**src/rtl/swtm_pkg.sv**
```systemverilog
// ----------------------------------------------------------------------------
// swtm_pkg
// Shared widths, constants and types of the sliding window trimmed mean block.
// ----------------------------------------------------------------------------
package swtm_pkg;

  localparam int SAMPLE_W = 10;
  localparam int WINDOW   = 8;

  localparam int AGE_W    = $clog2(WINDOW);
  localparam int IDX_W    = $clog2(WINDOW);
  localparam int LO_IDX   = WINDOW / 4;
  localparam int HI_IDX   = WINDOW - LO_IDX - 1;
  localparam int MID_N    = WINDOW - 2 * LO_IDX;
  localparam int MED_IDX  = WINDOW / 2;
  localparam int DIVISOR  = WINDOW / 2;
  localparam int SUM_W    = $clog2(MID_N * ((2 ** SAMPLE_W) - 1) + 1);

  typedef logic [SAMPLE_W-1:0] sample_t;
  typedef logic [AGE_W-1:0]    age_t;
  typedef logic [IDX_W-1:0]    idx_t;
  typedef logic [SUM_W-1:0]    sum_t;

  // one ranked entry: value plus how many samples ago it arrived
  typedef struct packed {
    sample_t val;
    age_t    age;
  } entry_t;

  // handed from each cell to its right-hand neighbour
  typedef struct packed {
    logic   dle;  // oldest entry sits here or further left
    logic   le;   // compacted entry at this place is <= new sample
    entry_t r;    // compacted entry at this place
  } link_t;

  typedef struct packed {
    logic start;
    logic ack;
  } mean_ctrl_t;

  typedef struct packed {
    logic busy;
    logic done;
  } mean_stat_t;

endpackage

```
**src/rtl/swtm_if.sv**
```systemverilog
// ----------------------------------------------------------------------------
// swtm_if
// Valid/ready channels for sample requests and filter results.
// ----------------------------------------------------------------------------
interface swtm_in_if;
  logic              valid;
  logic              ready;
  swtm_pkg::sample_t sample;

  modport source (output valid, output sample, input ready);
  modport sink   (input valid, input sample, output ready);
endinterface

interface swtm_out_if;
  logic              valid;
  logic              ready;
  swtm_pkg::sample_t trimmed_mean;
  swtm_pkg::sample_t median_value;

  modport source (output valid, output trimmed_mean, output median_value, input ready);
  modport sink   (input valid, input trimmed_mean, input median_value, output ready);
endinterface

```
**src/rtl/swtm_cell.sv**
```systemverilog
// ----------------------------------------------------------------------------
// swtm_cell
// One place of the sorted window: drops the oldest entry and inserts the new
// sample in rank order together with its neighbours.
// ----------------------------------------------------------------------------
module swtm_cell (
  input  logic               clk_i,
  input  logic               rst_ni,
  input  swtm_pkg::age_t     idx_i,
  input  logic               upd_i,
  input  swtm_pkg::sample_t  x_i,
  input  swtm_pkg::link_t    left_i,
  input  swtm_pkg::entry_t   right_i,
  input  logic               right_vld_i,
  output swtm_pkg::link_t    link_o,
  output swtm_pkg::entry_t   cur_o
);
  import swtm_pkg::*;

  entry_t entry_q, entry_d;
  entry_t r_e;
  logic   del, dle, r_vld, le;

  always_comb begin
    del   = (entry_q.age == AGE_W'(WINDOW - 1));
    dle   = left_i.dle | del;
    // once the oldest is at or left of here, everything shifts down by one
    r_e   = dle ? right_i : entry_q;
    r_vld = !dle || right_vld_i;
    le    = r_vld && (r_e.val <= x_i);

    link_o = '{dle: dle, le: le, r: r_e};

    if (le) begin
      entry_d = '{val: r_e.val, age: age_t'(r_e.age + 1'b1)};
    end else if (left_i.le) begin
      entry_d = '{val: x_i, age: '0};
    end else begin
      entry_d = '{val: left_i.r.val, age: age_t'(left_i.r.age + 1'b1)};
    end
  end

  always_ff @(posedge clk_i or negedge rst_ni) begin
    if (!rst_ni) begin
      entry_q <= '{val: '0, age: idx_i};
    end else if (upd_i) begin
      entry_q <= entry_d;
    end
  end

  assign cur_o = entry_q;

endmodule

```
**src/rtl/swtm_mean.sv**
```systemverilog
// ----------------------------------------------------------------------------
// swtm_mean
// Sums the middle ranks one per cycle, then divides by half the window and
// saturates.
// ----------------------------------------------------------------------------
module swtm_mean (
  input  logic                 clk_i,
  input  logic                 rst_ni,
  input  swtm_pkg::mean_ctrl_t ctrl_i,
  input  swtm_pkg::sample_t    vals_i [swtm_pkg::WINDOW],
  output swtm_pkg::mean_stat_t stat_o,
  output swtm_pkg::sample_t    mean_o
);
  import swtm_pkg::*;

  typedef enum logic [1:0] {ST_IDLE, ST_SUM, ST_DONE} state_e;

  state_e                state_q, state_d;
  idx_t                  ptr_q, ptr_d;
  sum_t                  acc_q, acc_d;
  sum_t                  quo_q, quo_d;
  sum_t                  acc_nx;

  always_comb begin
    acc_nx = acc_q + SUM_W'(vals_i[ptr_q]);

    state_d = state_q;
    ptr_d   = ptr_q;
    acc_d   = acc_q;
    quo_d   = quo_q;

    unique case (state_q)
      ST_IDLE: begin
        if (ctrl_i.start) begin
          state_d = ST_SUM;
          ptr_d   = IDX_W'(LO_IDX);
          acc_d   = '0;
        end
      end
      ST_SUM: begin
        acc_d = acc_nx;
        ptr_d = idx_t'(ptr_q + 1'b1);
        if (ptr_q == IDX_W'(HI_IDX)) begin
          state_d = ST_DONE;
          // half of an 8-entry window is a power of two, so this is a shift
          quo_d   = acc_nx / SUM_W'(DIVISOR);
        end
      end
      ST_DONE: begin
        if (ctrl_i.ack) begin
          state_d = ST_IDLE;
        end
      end
      default: state_d = ST_IDLE;
    endcase
  end

  always_ff @(posedge clk_i or negedge rst_ni) begin
    if (!rst_ni) begin
      state_q <= ST_IDLE;
      ptr_q   <= '0;
      acc_q   <= '0;
      quo_q   <= '0;
    end else begin
      state_q <= state_d;
      ptr_q   <= ptr_d;
      acc_q   <= acc_d;
      quo_q   <= quo_d;
    end
  end

  assign stat_o.busy = (state_q != ST_IDLE);
  assign stat_o.done = (state_q == ST_DONE);
  // only reachable when the middle part is wider than half the window
  assign mean_o = (|quo_q[SUM_W-1:SAMPLE_W]) ? '1 : quo_q[SAMPLE_W-1:0];

endmodule

```
**src/rtl/sliding_window_trimmed_mean_top.sv**
```systemverilog
// ----------------------------------------------------------------------------
// sliding_window_trimmed_mean_top
// Flow: a taken request updates the sorted window; the mean unit then sums
// the middle ranks serially and divides, and the result waits for a free output
// register. No request is taken while the mean unit is busy; the next request
// is taken while the previous result still waits at the output register.
// Reset: the sorted window holds all zeros, no result pending.
// ----------------------------------------------------------------------------
module sliding_window_trimmed_mean_top (
  input  logic       clk_i,
  input  logic       rst_ni,
  swtm_in_if.sink    in_i,
  swtm_out_if.source out_o
);
  import swtm_pkg::*;

  entry_t     cur  [WINDOW];
  link_t      lnk  [WINDOW+1];
  sample_t    vals [WINDOW];
  mean_ctrl_t ctrl;
  mean_stat_t stat;
  sample_t    mean;
  logic       in_acc;
  logic       out_valid_q, out_valid_d;
  sample_t    trimmed_q, median_q;

  assign in_i.ready = !stat.busy;
  assign in_acc     = in_i.valid && in_i.ready;

  assign lnk[0] = '{dle: 1'b0, le: 1'b1, r: '0};

  for (genvar i = 0; i < WINDOW; i++) begin : g_cell
    entry_t right_e;
    logic   right_vld;

    if (i == WINDOW - 1) begin : g_last
      assign right_e   = cur[i];
      assign right_vld = 1'b0;
    end else begin : g_mid
      assign right_e   = cur[i+1];
      assign right_vld = 1'b1;
    end

    swtm_cell u_cell (
      .clk_i       (clk_i),
      .rst_ni      (rst_ni),
      .idx_i       (AGE_W'(i)),
      .upd_i       (in_acc),
      .x_i         (in_i.sample),
      .left_i      (lnk[i]),
      .right_i     (right_e),
      .right_vld_i (right_vld),
      .link_o      (lnk[i+1]),
      .cur_o       (cur[i])
    );

    assign vals[i] = cur[i].val;
  end

  assign ctrl.start = in_acc;
  assign ctrl.ack   = stat.done && (!out_valid_q || out_o.ready);

  swtm_mean u_mean (
    .clk_i  (clk_i),
    .rst_ni (rst_ni),
    .ctrl_i (ctrl),
    .vals_i (vals),
    .stat_o (stat),
    .mean_o (mean)
  );

  always_comb begin
    out_valid_d = out_valid_q;
    if (out_o.ready) begin
      out_valid_d = 1'b0;
    end
    if (ctrl.ack) begin
      out_valid_d = 1'b1;
    end
  end

  always_ff @(posedge clk_i or negedge rst_ni) begin
    if (!rst_ni) begin
      out_valid_q <= 1'b0;
    end else begin
      out_valid_q <= out_valid_d;
    end
  end

  // window is frozen while busy, so the median can be taken at hand-over
  always_ff @(posedge clk_i) begin
    if (ctrl.ack) begin
      trimmed_q <= mean;
      median_q  <= cur[MED_IDX].val;
    end
  end

  assign out_o.valid        = out_valid_q;
  assign out_o.trimmed_mean = trimmed_q;
  assign out_o.median_value = median_q;

  a_acc_busy: assert property (@(posedge clk_i) disable iff (!rst_ni)
    in_acc |=> stat.busy)
    else $error("mean unit not started after request");

  a_load_done: assert property (@(posedge clk_i) disable iff (!rst_ni)
    $rose(out_valid_q) |-> $past(stat.done))
    else $error("result loaded without a finished mean");

  a_window_hold: assert property (@(posedge clk_i) disable iff (!rst_ni)
    !in_acc |=> $stable(cur[MED_IDX]))
    else $error("window changed without a request");

endmodule
```
**src/flat_wrapper.sv**
```systemverilog
// flat-port wrapper written by rule: the top's interface ports become plain ports
module sliding_window_trimmed_mean_top_flat import swtm_pkg::*;
  (clk_i, rst_ni, in_i_valid, in_i_sample, in_i_ready, out_o_valid, out_o_trimmed_mean, out_o_median_value, out_o_ready);
  swtm_in_if in_i_i ();
  swtm_out_if out_o_i ();
  input  logic clk_i;
  input  logic rst_ni;
  input wire logic [$bits(in_i_i.valid)-1:0] in_i_valid;
  input wire logic [$bits(in_i_i.sample)-1:0] in_i_sample;
  output wire logic [$bits(in_i_i.ready)-1:0] in_i_ready;
  output wire logic [$bits(out_o_i.valid)-1:0] out_o_valid;
  output wire logic [$bits(out_o_i.trimmed_mean)-1:0] out_o_trimmed_mean;
  output wire logic [$bits(out_o_i.median_value)-1:0] out_o_median_value;
  input wire logic [$bits(out_o_i.ready)-1:0] out_o_ready;
  assign in_i_i.valid = in_i_valid;
  assign in_i_i.sample = in_i_sample;
  assign in_i_ready = in_i_i.ready;
  assign out_o_valid = out_o_i.valid;
  assign out_o_trimmed_mean = out_o_i.trimmed_mean;
  assign out_o_median_value = out_o_i.median_value;
  assign out_o_i.ready = out_o_ready;
  sliding_window_trimmed_mean_top u_core (.clk_i(clk_i), .rst_ni(rst_ni), .in_i(in_i_i), .out_o(out_o_i));
endmodule
```
**config.mk**
```make
export PLATFORM = sky130hd
export DESIGN_NAME = sliding_window_trimmed_mean_top_flat
export DESIGN_NICKNAME = d
export VERILOG_FILES = /design/src/rtl/swtm_pkg.sv /design/src/rtl/swtm_if.sv /design/src/rtl/swtm_cell.sv /design/src/rtl/swtm_mean.sv /design/src/rtl/sliding_window_trimmed_mean_top.sv /design/src/flat_wrapper.sv
export SDC_FILE = /design/constraint.sdc
export NUM_CORES = 1
export LEC_CHECK = 0
export ABC_AREA = 1
export BUFFER_PORTS_ARGS = -buffer_cell sky130_fd_sc_hd__buf_2
export CORE_MARGIN = 2
export CORE_UTILIZATION = 40
export DETAILED_ROUTE_END_ITERATION = 7
export GPL_ROUTABILITY_DRIVEN = 0
export SLEW_MARGIN = 25
export SYNTH_ARGS = -nofsm -noshare
export SYNTH_HDL_FRONTEND = slang
export SYNTH_SLANG_ARGS = --single-unit
```
**constraint.sdc**
```tcl
create_clock -name clk_i -period 4.7 [get_ports clk_i]
set_input_delay 0.94 -clock clk_i [delete_from_list [all_inputs] [get_ports clk_i]]
set_output_delay 0.94 -clock clk_i [all_outputs]
set_load 0.005 [all_outputs]
```
==> impl_metrics.env <==
export IMPL_clock_skew_ns=0.0146
export IMPL_port_buffers=35
export IMPL_most_frequent_cells_after_synthesis="sky130_fd_sc_hd__nand2_1, sky130_fd_sc_hd__nor2_1, sky130_fd_sc_hd__a21oi_1"
export IMPL_grt_total_usage_pct=25.7
export IMPL_dieArea_um2=30700
export IMPL_post_cts_setup_buffer_count=0
export IMPL_diodes=0
export IMPL_synth_largest_area_cell="sky130_fd_sc_hd__dfrtp_1"
export IMPL_postSynth_topFlopCell="sky130_fd_sc_hd__dfrtp_1"
export IMPL_worst_pin_slew_ns=1.04
export IMPL_layout_drive_gt1_share_pct=8.00
export IMPL_route_final_wire_length_um=38700
export IMPL_max_slew_margin_rel_pct=30.4
export IMPL_crit_type="reg -> reg"
export IMPL_numCtsBuffers=17
export IMPL_crit_reg2reg_launch="u_core.u_mean.ptr_q[0]$_DFFE_PN0P_"
export IMPL_wl_per_cell_um=18.5
export IMPL_worstHoldPathType="reg -> reg"
export IMPL_worst_endpoint_required_time_ns=5.04
export IMPL_async_flop_share_pct=86.8
export IMPL_synthToLayoutAreaGrowth_pct=10.3
export IMPL_max_freq_mhz=265
export IMPL_synth_seq_cells=152
export IMPL_setup_total_negative_slack_ns=0
export IMPL_die_height_um=175
export IMPL_synth_edff_count=20
export IMPL_min_path_cells=0
export IMPL_period_minus_slack_ns=3.78
export IMPL_clock_tree_buffer_depth=2
export IMPL_regToRegEndpoint="u_core.u_mean.quo_q[7]$_DFFE_PN0P_"
export IMPL_core_area_um2=28800
export IMPL_timing_max_transition_violations_final=0
export IMPL_cts_root_buffer_cell="sky130_fd_sc_hd__clkbuf_16"
export IMPL_grt_pass1_wl_um=61100
export IMPL_syn_nets=1811
export IMPL_first_global_vias=11000
export IMPL_die_x_um=175
export IMPL_critPathCaptureType="register"
export IMPL_number_of_hold_slack_violations_in_the_final_timing_report=0
export IMPL_whs_ns=0.448
export IMPL_count_of_clock_tree_sinks=152
export IMPL_ys_warn_count=0
export IMPL_cpPeakStageDelay_ns=0.63
export IMPL_cp_top_family="compound AO/OA/AOI/OAI gates"
export IMPL_antenna_violations_before_repair=1
export IMPL_cell_with_the_largest_stage_delay_on_the_worst_path="sky130_fd_sc_hd__clkinv_1"
export IMPL_setup_viol_count_final=0
export IMPL_layout_nets=1815
export IMPL_critical_path_n_buffers_inverters=2
export IMPL_drt_pass1_iter_count=5
export IMPL_synth_most_common_cell="sky130_fd_sc_hd__nand2_1"
export IMPL_post_synth_num_cell_types=46
export IMPL_dr_total_vias=11500
export IMPL_cts_resized=0
export IMPL_grt_overflow=0
export IMPL_post_synth_inst_count=1695
export IMPL_place_hpwl_um=27600
export IMPL_placement_row_count=62
export IMPL_synth_top_cells_by_area="sky130_fd_sc_hd__dfrtp_1, sky130_fd_sc_hd__nand2_1, sky130_fd_sc_hd__ha_1"
export IMPL_clock_insertion_delay_worst_skew_ns=0.45
export IMPL_ios=36
export IMPL_remaining_drc_errors=0
export IMPL_cts_tree="yes"
export IMPL_post_synth_instance_area_um2=11700
export IMPL_vias_per_cell=5.50
export IMPL_synth_seq_area_share_pct=33.5
export IMPL_run_status="finished, final reports clean"
export IMPL_post_synth_cell_area_avg_um2=6.91
export IMPL_clk_pin_slew_ns=0.07
export IMPL_synthDominantCellAreaShare_pct=25.6
export IMPL_reg2reg_setup_slack_ns=0.92
export IMPL_cp_cell_sequence="clkinv_1 -> buf_4 -> a21oi_1 -> o21ai_0 -> a31oi_1 -> ha_1 -> nand3_1 -> nand2_1 -> a21boi_0 -> o21ai_0 -> nand3_1 -> nand3_1 -> nand3_1 -> nand2_1"
export IMPL_timing_critical_path_arrival_ns=4.11
export IMPL_grt_max_degree=84
export IMPL_crit_path_frequent_cell="sky130_fd_sc_hd__nand3_1"
export IMPL_htree_num_levels=4
export IMPL_holdCritStartpoint="u_core.u_mean.quo_q[7]$_DFFE_PN0P_"
export IMPL_drt_initial_drc_count=952
export IMPL_worst_r2r_cell_count=14
export IMPL_worstHoldEndpoint="u_core.out_o.trimmed_mean[7]$_DFFE_PP_"
export IMPL_critical_path_startpoint_type="register"
export IMPL_crit_fanout=27
export IMPL_max_cap_violations=0
export IMPL_final_period_utilization_pct=80.3
export IMPL_antenna_violating_nets_post_route=0
export IMPL_holdBufCountCts=0
export IMPL_rsz0062_at_grt="false"
export IMPL_initial_utilization_pct=40.7
## layer usage
layer  vias to the layer above  global-route usage, %  part of all wire [%]
met1                      5378                   34.6                    45
met3                        91                   4.53                   6.3
met5                         -                      0                 0.044
li1                       5627                      -                     -
met4                         2                   11.5                   4.0
met2                       421                   40.3                    45
## kinds of logic (layout without fill, tap and decap cells)
family,Yosys count,count (layout),share of synthesized area (%)
flops,152,152,33.5
compound gates,416,416,19.6
mux,1,1,0.0961
buf+inv,258,275,8.75
xor+xnor,11,11,0.823
fa+ha+maj,102,102,11.0
simple gates,755,755,26.3
## cells in the final DEF, fill, tap and decap left out, drive strengths merged, types with 3 or more instances in the layout
cell and n:
a21oi 175, a221oi 8, a22oi 4, a31oi 14
buf 67, bufinv 5, clkbuf 18, clkinv 15
dfrtp 120, dfstp 12, edfxtp 20, ha 101
inv 170, nand2 437, nand3 111, nand4 14
nor2 188, nor3 3, o211ai 20, o21a 8
o21ai 171, o21bai 6, xnor2 5, xor2 6
## state kept, by name (all words and copies together) (netlist names)
| register | flops |
|---|---|
| u_core.g_cell.u_cell.cur_o | 104 |
| u_core.out_o.trimmed_mean | 10 |
| u_core.u_mean.acc_q | 12 |
| u_core.out_o.valid | 1 |
| u_core.u_mean.ptr_q | 3 |
| u_core.u_mean.quo_q | 10 |
| u_core.out_o.median_value | 10 |
| u_core.u_mean.state_q | 2 |
## area by class of cell
type | instances | area (um2)
fill | 2937 | 15900
multi-input combinational | 1285 | 6770
sequential | 152 | 3920
inverter | 176 | 662
tap | 384 | 480
timing repair buffer | 67 | 434
clock buffer | 18 | 429
clock inverter | 14 | 223
## per-stage QoR
stage,instance area (um2),setup WS [ns],utilization [%],cells
5_1_grt,12900,0.615,44.9,2096
3_3_place_gp,12300,0.923,42.6,2064
2_1_floorplan,11700,1.82,-,1695
4_1_cts,12900,1.03,44.9,2096
3_5_place_dp,12300,0.862,42.6,2064
6_report,12900,0.924,44.9,2096
## worst reg2reg max path, cell delays in order, from the launching register on
cell                       delay (ns)
sky130_fd_sc_hd__dfrtp_1         0.36
sky130_fd_sc_hd__clkinv_1        0.63
sky130_fd_sc_hd__buf_4           0.49
sky130_fd_sc_hd__a21oi_1         0.14
sky130_fd_sc_hd__o21ai_0         0.11
sky130_fd_sc_hd__a31oi_1         0.52
sky130_fd_sc_hd__ha_1            0.35
sky130_fd_sc_hd__nand3_1         0.07
sky130_fd_sc_hd__nand2_1         0.12
sky130_fd_sc_hd__a21boi_0        0.31
sky130_fd_sc_hd__o21ai_0         0.20
sky130_fd_sc_hd__nand3_1         0.13
sky130_fd_sc_hd__nand3_1         0.09
sky130_fd_sc_hd__nand3_1         0.11
sky130_fd_sc_hd__nand2_1         0.05
## how the worst max path moves through the flow
stage	start	endpoint	slack, ns	cells after the start
global route	u_core.g_cell[1].u_cell.cur_o[0]$_DFFE_PN1P_	u_core.g_cell[5].u_cell.cur_o[3]$_DFFE_PN0P_	0.61	15
floorplan	u_core.g_cell[1].u_cell.cur_o[0]$_DFFE_PN1P_	u_core.g_cell[7].u_cell.cur_o[12]$_DFFE_PN0P_	1.82	19
global placement	in_i_sample[6]	u_core.g_cell[5].u_cell.cur_o[3]$_DFFE_PN0P_	0.92	12
CTS	u_core.u_mean.ptr_q[0]$_DFFE_PN0P_	u_core.u_mean.acc_q[9]$_DFFE_PN0P_	1.03	14
detailed placement	in_i_sample[9]	u_core.g_cell[5].u_cell.cur_o[3]$_DFFE_PN0P_	0.86	12
finish	u_core.u_mean.ptr_q[0]$_DFFE_PN0P_	u_core.u_mean.quo_q[7]$_DFFE_PN0P_	0.92	14
Power is left out: the tool's default activity adds up to more than one toggle a clock period on the data nets, which glitch-free logic cannot reach.
